<file path="config.mk">
export PLATFORM = sky130hd
export DESIGN_NAME = i2c_master_register_read_unit_flat
export DESIGN_NICKNAME = d
export VERILOG_FILES = /design/src/rtl/i2cmrr_pkg.sv /design/src/rtl/i2cmrr_if.sv /design/src/rtl/i2c_master_register_read_unit.sv /design/src/rtl/i2cmrr_seq.sv /design/src/rtl/i2cmrr_seq_wrap_unused.sv /design/src/flat_wrapper.sv
export SDC_FILE = /design/constraint.sdc
export NUM_CORES = 1
export LEC_CHECK = 0
export BUFFER_PORTS_ARGS = -buffer_cell sky130_fd_sc_hd__buf_4
export CORE_ASPECT_RATIO = 1.75
export CORE_UTILIZATION = 55
export CTS_CLUSTER_SIZE = 40
export DETAILED_ROUTE_END_ITERATION = 8
export PLACE_DENSITY = 0.77
export SLEW_MARGIN = 20
export SYNTH_ARGS = -nofsm -noshare
export SYNTH_HDL_FRONTEND = slang
export SYNTH_HIERARCHICAL = 1
export SYNTH_SLANG_ARGS = --single-unit
</file>
<file path="constraint.sdc">
create_clock -name clk -period 4.6 [get_ports clk]
set_input_delay 0.92 -clock clk [delete_from_list [all_inputs] [get_ports clk]]
set_output_delay 0.92 -clock clk [all_outputs]
set_load 0.05 [all_outputs]
</file>
<file path="src/rtl/i2cmrr_pkg.sv">
`timescale 1ns / 1ps
// ----------------------------------------------------------------------------
// i2cmrr_pkg
// Shared widths, phase codes and payload types of the I2C register read unit.
// ----------------------------------------------------------------------------
package i2cmrr_pkg;

  localparam int DEV_W = 7;
  localparam int BYTE_W = 8;
  localparam int TPU_W = 16;
  localparam logic [TPU_W-1:0] TPU_RESET = TPU_W'(1);

  // Input item op codes
  localparam logic OP_START = 1'b0;
  localparam logic OP_TICK = 1'b1;

  // Completion status codes
  localparam logic STATUS_OK = 1'b0;
  localparam logic STATUS_NACK = 1'b1;

  // Bus sequencer phases
  localparam int PH_W = 4;
  localparam logic [PH_W-1:0] PH_IDLE = 4'd0;
  localparam logic [PH_W-1:0] PH_START = 4'd1;
  localparam logic [PH_W-1:0] PH_ADDR_W = 4'd2;
  localparam logic [PH_W-1:0] PH_REG = 4'd3;
  localparam logic [PH_W-1:0] PH_RESTART = 4'd4;
  localparam logic [PH_W-1:0] PH_ADDR_R = 4'd5;
  localparam logic [PH_W-1:0] PH_RX = 4'd6;
  localparam logic [PH_W-1:0] PH_STOP_OK = 4'd7;
  localparam logic [PH_W-1:0] PH_STOP_FAIL = 4'd8;

  typedef struct packed {
    logic              op;
    logic [DEV_W-1:0]  dev_addr;
    logic [BYTE_W-1:0] reg_addr;
    logic [BYTE_W-1:0] byte_count;
    logic              sda_in;
  } in_item_t;

  typedef struct packed {
    logic              scl_out;
    logic              sda_pull_low;
    logic [BYTE_W-1:0] rx_data;
    logic              rx_valid;
    logic              busy_res;
    logic              done_res;
    logic              status;
  } out_item_t;

endpackage

</file>
<file path="src/rtl/i2cmrr_if.sv">
`timescale 1ns / 1ps
// ----------------------------------------------------------------------------
// i2cmrr_in_if / i2cmrr_out_if
// Valid/ready channels carrying command/tick items in and bus results out.
// ----------------------------------------------------------------------------
interface i2cmrr_in_if;
  logic                           valid;
  logic                           ready;
  logic                           op;
  logic [i2cmrr_pkg::DEV_W-1:0]   dev_addr;
  logic [i2cmrr_pkg::BYTE_W-1:0]  reg_addr;
  logic [i2cmrr_pkg::BYTE_W-1:0]  byte_count;
  logic                           sda_in;

  modport source (output valid, op, dev_addr, reg_addr, byte_count, sda_in, input ready);
  modport sink (input valid, op, dev_addr, reg_addr, byte_count, sda_in, output ready);
endinterface

interface i2cmrr_out_if;
  logic                           valid;
  logic                           ready;
  logic                           scl_out;
  logic                           sda_pull_low;
  logic [i2cmrr_pkg::BYTE_W-1:0]  rx_data;
  logic                           rx_valid;
  logic                           busy_res;
  logic                           done_res;
  logic                           status;

  modport source (output valid, scl_out, sda_pull_low, rx_data, rx_valid, busy_res,
                  done_res, status, input ready);
  modport sink (input valid, scl_out, sda_pull_low, rx_data, rx_valid, busy_res,
                done_res, status, output ready);
endinterface

</file>
<file path="src/rtl/i2c_master_register_read_unit.sv">
`timescale 1ns / 1ps
// ----------------------------------------------------------------------------
// i2c_master_register_read_unit
// I2C master register read: start, address+write, register byte, repeated
// start, address+read, N data bytes, stop. One result per input item.
// ----------------------------------------------------------------------------
// Each input item (a start command or one time tick) produces exactly one
// result carrying the SCL/SDA drive levels, any received byte and the
// busy/done/status flags. The unit takes one item per clock as long as the
// result side keeps up: an item is registered on entry, the sequencer works
// it once the result slot is open, and the result sits in an output register.
// ticks_per_unit sets how many tick items make one quarter of a bus bit.
module i2c_master_register_read_unit (
  input  logic                          clk,
  input  logic                          rst,
  input  logic                          cfg_we,
  input  logic [i2cmrr_pkg::TPU_W-1:0]  cfg_wdata,
  i2cmrr_in_if.sink                     in_ch,
  i2cmrr_out_if.source                  out_ch
);
  import i2cmrr_pkg::*;

  logic [TPU_W-1:0] ticks_per_unit;
  in_item_t         in_item;
  logic             in_valid_q;
  in_item_t         in_q;
  logic             out_open;
  logic             work;
  out_item_t        seq_res;
  logic             out_valid_q;
  out_item_t        out_q;

  i2cmrr_cfg u_cfg (
    .clk            (clk),
    .rst            (rst),
    .cfg_we         (cfg_we),
    .cfg_wdata      (cfg_wdata),
    .ticks_per_unit (ticks_per_unit)
  );

  assign in_item = '{op: in_ch.op, dev_addr: in_ch.dev_addr, reg_addr: in_ch.reg_addr,
                     byte_count: in_ch.byte_count, sda_in: in_ch.sda_in};

  // Pipeline flow: output slot free or draining
  assign out_open = !out_valid_q || out_ch.ready;
  assign work = in_valid_q && out_open;
  assign in_ch.ready = !in_valid_q || out_open;

  // Input register
  always_ff @(posedge clk) begin
    if (rst) begin
      in_valid_q <= 1'b0;
    end else if (in_ch.ready) begin
      in_valid_q <= in_ch.valid;
    end
  end

  always_ff @(posedge clk) begin
    if (in_ch.valid && in_ch.ready) begin
      in_q <= in_item;
    end
  end

  i2cmrr_seq u_seq (
    .clk            (clk),
    .rst            (rst),
    .step           (work),
    .item           (in_q),
    .ticks_per_unit (ticks_per_unit),
    .res            (seq_res)
  );

  // Result register
  always_ff @(posedge clk) begin
    if (rst) begin
      out_valid_q <= 1'b0;
    end else if (out_open) begin
      out_valid_q <= in_valid_q;
    end
  end

  always_ff @(posedge clk) begin
    if (work) begin
      out_q <= seq_res;
    end
  end

  assign out_ch.valid = out_valid_q;
  assign out_ch.scl_out = out_q.scl_out;
  assign out_ch.sda_pull_low = out_q.sda_pull_low;
  assign out_ch.rx_data = out_q.rx_data;
  assign out_ch.rx_valid = out_q.rx_valid;
  assign out_ch.busy_res = out_q.busy_res;
  assign out_ch.done_res = out_q.done_res;
  assign out_ch.status = out_q.status;

  // Completion ends the transaction
  a_done_not_busy: assert property (@(posedge clk) disable iff (rst)
    out_ch.valid && out_ch.done_res |-> !out_ch.busy_res)
    else $error("done result still reports busy");

  // A byte arrives only inside a transaction
  a_rx_in_busy: assert property (@(posedge clk) disable iff (rst)
    out_ch.valid && out_ch.rx_valid |-> out_ch.busy_res && !out_ch.done_res)
    else $error("received byte outside a transaction");

  // Failure status only comes with completion
  a_status_with_done: assert property (@(posedge clk) disable iff (rst)
    out_ch.valid && out_ch.status |-> out_ch.done_res)
    else $error("status set without done");

  // Full pipe with a stalled result must back-pressure the input
  a_backpressure: assert property (@(posedge clk) disable iff (rst)
    in_valid_q && out_ch.valid && !out_ch.ready |-> !in_ch.ready)
    else $error("input accepted with both stages full");

endmodule

</file>
<file path="src/rtl/i2cmrr_seq.sv">
`timescale 1ns / 1ps
// ----------------------------------------------------------------------------
// i2cmrr_seq
// Bus sequencer: holds the transaction state and, for each item it is fed,
// computes the pin levels, received byte and completion flags.
// ----------------------------------------------------------------------------
module i2cmrr_seq (
  input  logic                          clk,
  input  logic                          rst,
  input  logic                          step,
  input  i2cmrr_pkg::in_item_t          item,
  input  logic [i2cmrr_pkg::TPU_W-1:0]  ticks_per_unit,
  output i2cmrr_pkg::out_item_t         res
);
  import i2cmrr_pkg::*;

  logic [PH_W-1:0]   phase, phase_next;
  logic [3:0]        bit_counter, bit_counter_next;
  logic [BYTE_W-1:0] shift_reg, shift_reg_next;
  logic [BYTE_W-1:0] bytes_left, bytes_left_next;
  logic [TPU_W-1:0]  tick_divider, tick_divider_next;
  logic [DEV_W-1:0]  held_device, held_device_next;
  logic [BYTE_W-1:0] held_register, held_register_next;
  logic [1:0]        quarter_step, quarter_step_next;

  logic [TPU_W-1:0]  tpu_eff;
  logic [TPU_W:0]    div_inc;
  logic [BYTE_W-1:0] rx_shift;
  logic [BYTE_W-1:0] bytes_dec;
  logic              pin_scl, pin_sda;

  // Pin levels for a given bus step
  function automatic logic [1:0] drive_pins(input logic [PH_W-1:0] ph, input logic [1:0] q,
                                            input logic [3:0] bc, input logic [BYTE_W-1:0] sr,
                                            input logic [BYTE_W-1:0] bl);
    logic hi;
    logic scl, sda;
    hi = (q == 2'd1) || (q == 2'd2);
    scl = 1'b1;
    sda = 1'b0;
    case (ph)
      PH_START: begin
        scl = (q == 2'd0);
        sda = 1'b1;
      end
      PH_ADDR_W, PH_REG, PH_ADDR_R: begin
        scl = hi;
        sda = bc[3] ? 1'b0 : ~sr[BYTE_W-1];
      end
      PH_RESTART: begin
        scl = hi;
        sda = q[1];
      end
      PH_RX: begin
        scl = hi;
        sda = bc[3] ? (bl > BYTE_W'(1)) : 1'b0;
      end
      PH_STOP_OK, PH_STOP_FAIL: begin
        scl = (q != 2'd0);
        sda = (q <= 2'd1);
      end
      default: begin
        scl = 1'b1;
        sda = 1'b0;
      end
    endcase
    return {scl, sda};
  endfunction

  assign tpu_eff = (ticks_per_unit == '0) ? TPU_W'(1) : ticks_per_unit;
  assign div_inc = {1'b0, tick_divider} + (TPU_W+1)'(1);
  assign rx_shift = {shift_reg[BYTE_W-2:0], item.sda_in};
  assign bytes_dec = bytes_left - BYTE_W'(1);

  // Next state and result for one item
  always_comb begin
    phase_next = phase;
    bit_counter_next = bit_counter;
    shift_reg_next = shift_reg;
    bytes_left_next = bytes_left;
    tick_divider_next = tick_divider;
    held_device_next = held_device;
    held_register_next = held_register;
    quarter_step_next = quarter_step;
    res = '0;

    if (item.op == OP_START) begin
      if (phase == PH_IDLE) begin
        held_device_next = item.dev_addr;
        held_register_next = item.reg_addr;
        bytes_left_next = item.byte_count;
        tick_divider_next = '0;
        phase_next = PH_START;
        shift_reg_next = '0;
        bit_counter_next = '0;
        quarter_step_next = '0;
      end
    end else if (phase != PH_IDLE) begin
      if (div_inc >= {1'b0, tpu_eff}) begin
        tick_divider_next = '0;
        quarter_step_next = quarter_step + 2'd1;
        case (phase)
          PH_START: begin
            if (quarter_step != 2'd0) begin
              phase_next = PH_ADDR_W;
              shift_reg_next = {held_device, 1'b0};
              bit_counter_next = '0;
              quarter_step_next = '0;
            end
          end
          PH_ADDR_W, PH_REG, PH_ADDR_R: begin
            if (bit_counter[3]) begin
              if (quarter_step == 2'd1) shift_reg_next = {{(BYTE_W-1){1'b0}}, item.sda_in};
              if (quarter_step == 2'd3) begin
                bit_counter_next = '0;
                quarter_step_next = '0;
                shift_reg_next = '0;
                if (shift_reg[0]) begin
                  phase_next = PH_STOP_FAIL;
                end else if (phase == PH_ADDR_W) begin
                  phase_next = PH_REG;
                  shift_reg_next = held_register;
                end else if (phase == PH_REG) begin
                  phase_next = PH_RESTART;
                end else if (bytes_left == '0) begin
                  phase_next = PH_STOP_OK;
                end else begin
                  phase_next = PH_RX;
                end
              end
            end else if (quarter_step == 2'd3) begin
              shift_reg_next = {shift_reg[BYTE_W-2:0], 1'b0};
              bit_counter_next = bit_counter + 4'd1;
              quarter_step_next = '0;
            end
          end
          PH_RESTART: begin
            if (quarter_step == 2'd3) begin
              phase_next = PH_ADDR_R;
              shift_reg_next = {held_device, 1'b1};
              bit_counter_next = '0;
              quarter_step_next = '0;
            end
          end
          PH_RX: begin
            if (!bit_counter[3]) begin
              if (quarter_step == 2'd1) begin
                shift_reg_next = rx_shift;
                if (bit_counter == 4'd7) begin
                  res.rx_data = rx_shift;
                  res.rx_valid = 1'b1;
                end
              end
              if (quarter_step == 2'd3) begin
                bit_counter_next = bit_counter + 4'd1;
                quarter_step_next = '0;
              end
            end else if (quarter_step == 2'd3) begin
              bytes_left_next = bytes_dec;
              phase_next = (bytes_dec == '0) ? PH_STOP_OK : PH_RX;
              shift_reg_next = '0;
              bit_counter_next = '0;
              quarter_step_next = '0;
            end
          end
          PH_STOP_OK, PH_STOP_FAIL: begin
            if (quarter_step[1]) begin
              res.done_res = 1'b1;
              res.status = (phase == PH_STOP_FAIL) ? STATUS_NACK : STATUS_OK;
              phase_next = PH_IDLE;
              shift_reg_next = '0;
              bit_counter_next = '0;
              quarter_step_next = '0;
            end
          end
          default: begin
            phase_next = PH_IDLE;
            shift_reg_next = '0;
            bit_counter_next = '0;
            quarter_step_next = '0;
          end
        endcase
      end else begin
        tick_divider_next = div_inc[TPU_W-1:0];
      end
    end

    // Ticks show the step in force on arrival; a start shows the new state
    if (item.op == OP_START) begin
      {pin_scl, pin_sda} = drive_pins(phase_next, quarter_step_next, bit_counter_next,
                                      shift_reg_next, bytes_left_next);
    end else begin
      {pin_scl, pin_sda} = drive_pins(phase, quarter_step, bit_counter, shift_reg,
                                      bytes_left);
    end
    res.scl_out = pin_scl;
    res.sda_pull_low = pin_sda;
    res.busy_res = (phase_next != PH_IDLE);
  end

  // State registers
  always_ff @(posedge clk) begin
    if (rst) begin
      phase <= PH_IDLE;
      bit_counter <= '0;
      shift_reg <= '0;
      bytes_left <= '0;
      tick_divider <= '0;
      held_device <= '0;
      held_register <= '0;
      quarter_step <= '0;
    end else if (step) begin
      phase <= phase_next;
      bit_counter <= bit_counter_next;
      shift_reg <= shift_reg_next;
      bytes_left <= bytes_left_next;
      tick_divider <= tick_divider_next;
      held_device <= held_device_next;
      held_register <= held_register_next;
      quarter_step <= quarter_step_next;
    end
  end

endmodule

</file>
<file path="src/rtl/i2cmrr_seq_wrap_unused.sv">
`timescale 1ns / 1ps
// ----------------------------------------------------------------------------
// i2cmrr_cfg
// Timing register, ticks per step; user's job: written when idle, unchecked.
// ----------------------------------------------------------------------------
module i2cmrr_cfg (
  input  logic                          clk,
  input  logic                          rst,
  input  logic                          cfg_we,
  input  logic [i2cmrr_pkg::TPU_W-1:0]  cfg_wdata,
  output logic [i2cmrr_pkg::TPU_W-1:0]  ticks_per_unit
);
  import i2cmrr_pkg::*;

  // Register write
  always_ff @(posedge clk) begin
    if (rst) begin
      ticks_per_unit <= TPU_RESET;
    end else if (cfg_we) begin
      ticks_per_unit <= cfg_wdata;
    end
  end

endmodule
</file>
<file path="src/flat_wrapper.sv">
// flat-port wrapper written by rule: the top's interface ports become plain ports
module i2c_master_register_read_unit_flat import i2cmrr_pkg::*;
  (clk, rst, cfg_we, cfg_wdata, in_ch_valid, in_ch_op, in_ch_dev_addr, in_ch_reg_addr, in_ch_byte_count, in_ch_sda_in, in_ch_ready, out_ch_valid, out_ch_scl_out, out_ch_sda_pull_low, out_ch_rx_data, out_ch_rx_valid, out_ch_busy_res, out_ch_done_res, out_ch_status, out_ch_ready);
  i2cmrr_in_if in_ch_i ();
  i2cmrr_out_if out_ch_i ();
  input  logic clk;
  input  logic rst;
  input  logic cfg_we;
  input  logic [i2cmrr_pkg::TPU_W-1:0] cfg_wdata;
  input wire logic [$bits(in_ch_i.valid)-1:0] in_ch_valid;
  input wire logic [$bits(in_ch_i.op)-1:0] in_ch_op;
  input wire logic [$bits(in_ch_i.dev_addr)-1:0] in_ch_dev_addr;
  input wire logic [$bits(in_ch_i.reg_addr)-1:0] in_ch_reg_addr;
  input wire logic [$bits(in_ch_i.byte_count)-1:0] in_ch_byte_count;
  input wire logic [$bits(in_ch_i.sda_in)-1:0] in_ch_sda_in;
  output wire logic [$bits(in_ch_i.ready)-1:0] in_ch_ready;
  output wire logic [$bits(out_ch_i.valid)-1:0] out_ch_valid;
  output wire logic [$bits(out_ch_i.scl_out)-1:0] out_ch_scl_out;
  output wire logic [$bits(out_ch_i.sda_pull_low)-1:0] out_ch_sda_pull_low;
  output wire logic [$bits(out_ch_i.rx_data)-1:0] out_ch_rx_data;
  output wire logic [$bits(out_ch_i.rx_valid)-1:0] out_ch_rx_valid;
  output wire logic [$bits(out_ch_i.busy_res)-1:0] out_ch_busy_res;
  output wire logic [$bits(out_ch_i.done_res)-1:0] out_ch_done_res;
  output wire logic [$bits(out_ch_i.status)-1:0] out_ch_status;
  input wire logic [$bits(out_ch_i.ready)-1:0] out_ch_ready;
  assign in_ch_i.valid = in_ch_valid;
  assign in_ch_i.op = in_ch_op;
  assign in_ch_i.dev_addr = in_ch_dev_addr;
  assign in_ch_i.reg_addr = in_ch_reg_addr;
  assign in_ch_i.byte_count = in_ch_byte_count;
  assign in_ch_i.sda_in = in_ch_sda_in;
  assign in_ch_ready = in_ch_i.ready;
  assign out_ch_valid = out_ch_i.valid;
  assign out_ch_scl_out = out_ch_i.scl_out;
  assign out_ch_sda_pull_low = out_ch_i.sda_pull_low;
  assign out_ch_rx_data = out_ch_i.rx_data;
  assign out_ch_rx_valid = out_ch_i.rx_valid;
  assign out_ch_busy_res = out_ch_i.busy_res;
  assign out_ch_done_res = out_ch_i.done_res;
  assign out_ch_status = out_ch_i.status;
  assign out_ch_i.ready = out_ch_ready;
  i2c_master_register_read_unit u_core (.clk(clk), .rst(rst), .cfg_we(cfg_we), .cfg_wdata(cfg_wdata), .in_ch(in_ch_i), .out_ch(out_ch_i));
endmodule
</file>
==> metrics.txt, run 1 <==
worst-margin pin slew 0.9260 ns; CTS tree done; crit path from u_core/u_seq/tick_divider[0]$_SDFFE_PP0P_; hpwl dp 11870 um; critical path class reg -> reg; clk buf depth 2; clk slew on worst S/H paths ~0.060 ns; antenna violations before repair 0; type of origin of the critical path flip-flop; number of flops mapped to enable cells by yosys 39; Num CTS Buffers 17; CP most frequent cell ha_1; largest registers u_core/in_q x25, u_core/u_cfg/ticks_per_unit x16, u_core/u_seq/tick_divider x16; Core Area 0.01117 mm2; Area growth syn-to-layout 17.35%; largest net degree at the start of global routing 76; sequential fraction of the synthesis area 0.4197; Worst path slowest cell a2111oi_2; status finished, final reports clean; ys flop type dfxtp_1; critical path depth 17; routed len/inst 18.67 um; Power per Cell Area 368.6 mW/mm2; vias in the first global route between 5000 and 6000; Root Buffer clkbuf_16; DR iter-0 viols 482; period utilization 0.9409; # rows 51; Rel. slew slack 0.3804; clock latency on the worst-skew pair 0.41 ns; Worst R2R Path Depth 17; worst vdd ir roughly 0.00033 V; H-tree depth 4; Final Non-Filler Cells ~900; Die X 83.34 um; reg-to-reg endpoint u_core/out_ch.sda_pull_low$_DFFE_PP_; Synth area leader dfxtp_1; Critical path buffers and inverters 1; Final setup viols 0; CP Data Required Time 4.73 ns; P_leak 2.898 nW; FFs w/ async S/R, synth 0; via count approximately 5600; synthesized area per cell 9.045 um2; clock sink total 114; gr usage total 0.2825; Final nets 829; Util after Layout 0.6691; Largest Register u_core/in_q; routability cong. slightly above 0.9; CP endpoint kind flip-flop; final WL 16770 um; first-pass GRT wire length 26630 um; post-synthesis mux area share 0.02830; Vert. Die Dim ~140 um; #FFs+latches synth roughly 110; largest family of logic cells by synthesized area simple AND/OR/NAND/NOR gates; Synth top cells by count nor2_1, dfxtp_1, nand2_1; most common cell in the netlist nor2_1; maximum net fanout on the critical path 7; max_cap viols 0; Mapped Area 0.006367 mm2; FF-to-FF Start u_core/u_seq/tick_divider[0]$_SDFFE_PP0P_; CP delay by family, top compound AO/OA/AOI/OAI gates; post-synthesis adder-cell area fraction 0.05895; drt via density 6.243; # diodes 0; Max Fclk 231.1 MHz; fraction of layout cells with a size suffix above 1 0.1789; CP endpoint u_core/out_ch.sda_pull_low$_DFFE_PP_; Die ar. 0.01203 mm2; R2R Setup Slk 0.27 ns; Min-Delay Path Class reg -> reg; dpl cells 864; yosys warns 6; simple-gate portion of the synthesized area 0.2160; Starting Density 0.5702; Congestion Overflow GR 0; Clock Skew 0.007910 ns; port bufs 61; Ports 62; Yosys cell types 87; Max Slew Vio Count 0; post-route ant nets 0; crit path time final 4.328 ns; Crit path largest cell delay 0.44 ns; Post-Synth XOR/XNOR Area 0.02063; Residual DRC 0; hold-fix buffers at CTS 0; Synth Net Count between 700 and 800; Synth Area in Compound Gates 0.2067; filler cell count 910; First-pass DRT Iterations 5; CP arrival 4.46 ns; Yosys top cell area share 0.2358; Final Hold Vio Count 0; Mapped Cells 704; max reg flops 25; largest cells by area after synthesis dfxtp_1, edfxtp_1, ha_1; Critical Path, Cell by Cell ha_1 -> nand4_1 -> nor2_1 -> xor2_1 -> ha_1 -> nand4_1 -> a2111oi_2 -> o21ai_2 -> a31oi_4 -> o21ai_0 -> a21oi_2 -> inv_1 -> ha_1 -> or2_1 -> nor2b_1 -> o311ai_1 -> o211ai_1
[layer usage]
layer	track usage	up-vias	wire length (um)
li1	-	2677	-
met1	0.2921	2681	6216
met2	0.5324	203	9120
met3	0.04623	45	757
met4	0.1679	0	673
met5	0	-	0
[area by class of cell]
| cell class | count | area [um2] | share of cell area |
|---|---|---|---|
| inverters | 35 | 132.6 | 0.01775 |
| flip-flops and latches | 114 | 2673 | 0.3577 |
| clock buffers | 18 | 450.4 | 0.06028 |
| multi-input cells | 516 | 3416 | 0.4571 |
| well taps | 132 | 165.2 | 0.02210 |
| repair buffers | 69 | 518.0 | 0.06932 |
| clock inverters | 14 | 117.6 | 0.01574 |
[worst min-delay path by stage]
stage,start,end,cells past startpoint,slack (ns)
after floorplan,u_core/u_seq/held_device[0]$_SDFFE_PP0P_,u_core/u_seq/held_device[0]$_SDFFE_PP0P_,2,0.44
after CTS,u_core/u_seq/held_device[0]$_SDFFE_PP0P_,u_core/u_seq/held_device[0]$_SDFFE_PP0P_,2,0.46
after global routing,u_core/u_seq/held_device[0]$_SDFFE_PP0P_,u_core/u_seq/held_device[0]$_SDFFE_PP0P_,2,0.47
final,u_core/u_seq/held_device[0]$_SDFFE_PP0P_,u_core/u_seq/held_device[0]$_SDFFE_PP0P_,2,0.46
after global placement,u_core/u_seq/held_device[2]$_SDFFE_PP0P_,u_core/u_seq/held_device[2]$_SDFFE_PP0P_,2,0.45
after detailed placement,u_core/u_seq/held_device[0]$_SDFFE_PP0P_,u_core/u_seq/held_device[0]$_SDFFE_PP0P_,2,0.45
[where the power goes]
part	switching, mW	internal, mW
clock network	0.519	0.738
registers	0.0394	1.09
logic	0.235	0.135
total	0.793	1.96
[cells by family (layout without fill, tap and decap cells)]
| logic type | after synthesis | in the layout |
|---|---|---|
| adders and majority gates | 30 | 30 |
| DFF | 114 | 114 |
| and+or+nand+nor | 275 | 275 |
| muxes | 18 | 18 |
| AOI/OAI and AO/OA | 178 | 178 |
| buffers and inverters | 74 | 136 |
| xor gates and xnor gates | 15 | 15 |
[worst min-delay path, stage by stage, from the launching register on]
cell     delay, ns
dfxtp_1       0.31
nand2_1       0.05
a21oi_1       0.05
[cell usage in the layout, fill, tap and decap left out, types with 10 or more instances in the layout]
master / count
nand4_1: 10
nand2_1: 70
inv_1: 34
a21oi_1: 47
a211oi_1: 13
nor3_1: 20
ha_1: 30
and2_1: 10
o21ai_0: 20
a22oi_1: 17
mux2i_1: 18
dfxtp_1: 75
clkbuf_16: 18
edfxtp_1: 39
nor2_1: 87
buf_4: 69
nand3_1: 16
[metrics by stage]
step                      hold slack (ns)  setup WS [ns]  cell area (um2)   TNS, ns  total power [mW]
final                              0.4567         0.2720             7472         0             2.755
after global routing               0.4709       -0.01924             7472  -0.01924             2.848
after CTS                          0.4574         0.1426             7425         0             2.760
after detailed placement           0.4494        0.01668             6852         0             1.507
after global placement             0.4466         0.1862             6852         0             1.498
after floorplan                    0.4357         0.4342             6367         0             1.396
[timing repair]
item                       CTS  global route
gates resized for setup      1             7
hold endpoints to repair     0             0
buffers inserted             0             2
setup endpoints to repair    1             1
gates cloned                 0             0
pin swaps                    0             2
Note: power is estimated with default switching activity, not from simulation.
==> run 2, diff against run 1 <==
--- a/config.mk
+++ b/config.mk
@@ -6,11 +6,13 @@
 export NUM_CORES = 1
 export LEC_CHECK = 0
 export BUFFER_PORTS_ARGS = -buffer_cell sky130_fd_sc_hd__buf_4
+export CELL_PAD_IN_SITES_DETAIL_PLACEMENT = 0
+export CELL_PAD_IN_SITES_GLOBAL_PLACEMENT = 1
 export CORE_ASPECT_RATIO = 1.75
-export CORE_UTILIZATION = 55
+export CORE_UTILIZATION = 46
 export CTS_CLUSTER_SIZE = 40
 export DETAILED_ROUTE_END_ITERATION = 8
-export PLACE_DENSITY = 0.77
+export PLACE_DENSITY = 0.83
 export SLEW_MARGIN = 20
 export SYNTH_ARGS = -nofsm -noshare
 export SYNTH_HDL_FRONTEND = slang
==> run 2 against run 1 <==
Core utilization shrank 11 points. Final cell count increased by 4.7%. Largest cell class unchanged. Count of clock-buffer cells in the layout is 1 lower. Non-clock buffer count is the same. Global-route usage is 5.1 points lower. Highest routed layer unchanged. Register-to-register slack worse by 0.14 ns. Largest power group unchanged. Die area up 19%. Hold slack improved by 0.0011 ns.
==> metrics.txt, run 2 (synthesized netlist as in run 1, its figures left out) <==
status finished, final reports clean (unchanged); critical path class reg -> reg (unchanged); Fin Hold WS 0.4578 ns (was 0.4567 ns); Core Area 0.01345 mm2 (was 0.01117 mm2); Congestion Overflow GR 0 (unchanged); Rel. slew slack 0.3955 (was 0.3804); commonest non-fill, non-tap cell in the layout nor2_1 (unchanged); largest registers u_core/in_q x25, u_core/u_cfg/ticks_per_unit x16, u_core/u_seq/tick_divider x16 (unchanged); worst vdd ir 0.0002765 V (was 0.0003330 V); switching share of total power 0.2870 (was 0.2880); Min-Delay Path Class reg -> reg (unchanged); crit path time final 4.470 ns (was 4.328 ns); CP Data Required Time 4.74 ns (was 4.73 ns); Combinational Power Share 0.137 (was 0.134); type of origin of the critical path flip-flop (unchanged); GRT Max-Usage Layer met2 (unchanged); via count 5487 (was 5606); P_sw 770.4 uW (was 793.4 uW); final worst slack 0.1299 ns (was 0.2720 ns); period utilization 0.9718 (was 0.9409); vias in the first global route 5322 (was 5485); Residual DRC 0 (unchanged); # diodes 0 (unchanged); met1 Use GR 0.2384 (was 0.2921); Area growth syn-to-layout 17.86% (was 17.35%); setup TNS 0 ns (unchanged); clk slew on worst S/H paths 0.06 ns (about the same); clk buf depth 2 (unchanged); Largest Register u_core/in_q (unchanged); Reg power frac 0.420 (was 0.409); Max Fclk 223.7 MHz (was 231.1 MHz); antenna violations before repair 0 (unchanged); Clock Skew 0.009693 ns (was 0.007910 ns); Util after Layout 0.5579 (was 0.6691); P_leak 2.854 nW (was 2.898 nW); # rows 56 (was 51); CTS tree done (unchanged); Internal 1.914 mW (was 1.961 mW); gr usage total 0.2313 (was 0.2825); Vert. Die Dim 157.6 um (was 144.3 um); post-route ant nets 0 (unchanged); H-tree depth 4 (unchanged); hold_sp u_core/u_seq/held_device[0]$_SDFFE_PP0P_ (unchanged); CP arrival 4.61 ns (was 4.46 ns); routability cong. 0.8937 (was 0.9319); most frequent cells in the layout nor2_1, dfxtp_1, nand2_1 (unchanged); clock sink total 114 (unchanged); final WL 16500 um (was 16770 um); filler cell count 1256 (was 910); routing usage on met2 0.4343 (was 0.5324); Total Power 2.684 mW (was 2.755 mW); FF-to-FF Start u_core/u_seq/tick_divider[0]$_SDFFE_PP0P_ (unchanged); Starting Density 0.4733 (was 0.5702); clock latency on the worst-skew pair 0.41 ns (about the same); Die X 90.94 um (was 83.34 um); grt met3 use 0.04467 (was 0.04623); Final nets 829 (unchanged); Die ar. 0.01434 mm2 (was 0.01203 mm2); largest net degree at the start of global routing 76 (unchanged); port bufs 61 (unchanged); Final Hold Vio Count 0 (unchanged); clock share of power 0.443 (was 0.456); hpwl dp 11900 um (was 11870 um); Ports 62 (unchanged); first-pass GRT wire length 25950 um (was 26630 um); crit path from u_core/u_seq/tick_divider[0]$_SDFFE_PP0P_ (unchanged); Register Area 0.002673 mm2 (unchanged); Max Slew Vio Count 0 (unchanged); Root Buffer clkbuf_16 (unchanged); CP endpoint kind flip-flop (unchanged); Multi-input gate area 0.003431 mm2 (was 0.003416 mm2); Final setup viols 0 (unchanged); max reg flops 25 (unchanged); Power per Cell Area 357.7 mW/mm2 (was 368.6 mW/mm2); routed len/inst 17.55 um (was 18.67 um); worst-margin pin slew 0.9034 ns (was 0.9260 ns); max_cap viols 0 (unchanged); fraction of layout cells with a size suffix above 1 0.1789 (unchanged); pre-CTS setup slack -0.002017 ns (was 0.01668 ns); drt via density 5.837 (was 6.243); Num CTS Buffers 17 (unchanged); First-pass DRT Iterations 7 (was 5); maximum net fanout on the critical path 5 (was 7); DR iter-0 viols 396 (was 482)
==> run 2: changes by cell type in the layout (fill, tap and decap cells not counted), sizes merged <==
| cell | delta |
|---|---|
| clkbuf | -1 |
| inv | -3 |
| clkinv | +1 |
| clkinvlp | +3 |
==> run 2: metrics by stage <==
step                instance area (um2)  instances
finish                             7505        940
floorplan                          6367        704
detailed placement                 6904        906
CTS                                7437        938
global route                       7505        940
global placement                   6904        906
==> run 2: area by class of cell <==
cell class / instances / area share
timing repair buffer: 69 / 0.06902
inverter: 35 / 0.01767
sequential: 114 / 0.3561
tap: 174 / 0.02901
clock inverter: 15 / 0.01434
clock buffer: 17 / 0.05669
multi-input combinational: 516 / 0.4572
==> run 2: timing repair <==
action                     in CTS  in global routing
hold buffers                    0                  0
setup endpoints to repair       0                  1
setup buffers                   0                  2
gates resized for setup         0                 10
==> run 2: metal layers <==
metal | vias to the layer above | routed length (um)
met3 | 43 | 705
met4 | 0 | 680
met2 | 177 | 8900
met5 | - | 0
li1 | 2671 | -
met1 | 2596 | 6212
==> run 2: path summary, 6_finish.rpt <==
kind	end	slack [ns]	cells after the start
worst min-delay path	u_core/u_seq/held_device[0]$_SDFFE_PP0P_	0.46	2
worst max register to register	u_core/out_ch.sda_pull_low$_DFFE_PP_	0.13	17
worst max-delay path	u_core/out_ch.sda_pull_low$_DFFE_PP_	0.13	17
worst min register to register	u_core/u_seq/held_device[0]$_SDFFE_PP0P_	0.46	2
==> run 2: power by group through the flow <==
stage | Combinational (mW) | Clock [mW] | Sequential (mW)
after floorplan | 0.241 | 0 | 1.16
after global placement | 0.352 | 0 | 1.15
after detailed placement | 0.357 | 0 | 1.15
after CTS | 0.358 | 1.22 | 1.13
after global routing | 0.398 | 1.26 | 1.13
final | 0.367 | 1.19 | 1.13
==> run 2: critical path, stage by stage, from the launching register on <==
cell and delay [ns]:
dfxtp_1 0.38, ha_1 0.24, nand4_1 0.22, nor3_4 0.22, buf_4 0.18, xor2_2 0.17
ha_1 0.27, a211oi_1 0.34, nor3_2 0.11, a211oi_4 0.36, buf_4 0.21, and3_2 0.25
a311oi_2 0.19, ha_1 0.24, or2_1 0.23, nor2b_1 0.13, o311ai_0 0.33, o211ai_1 0.15
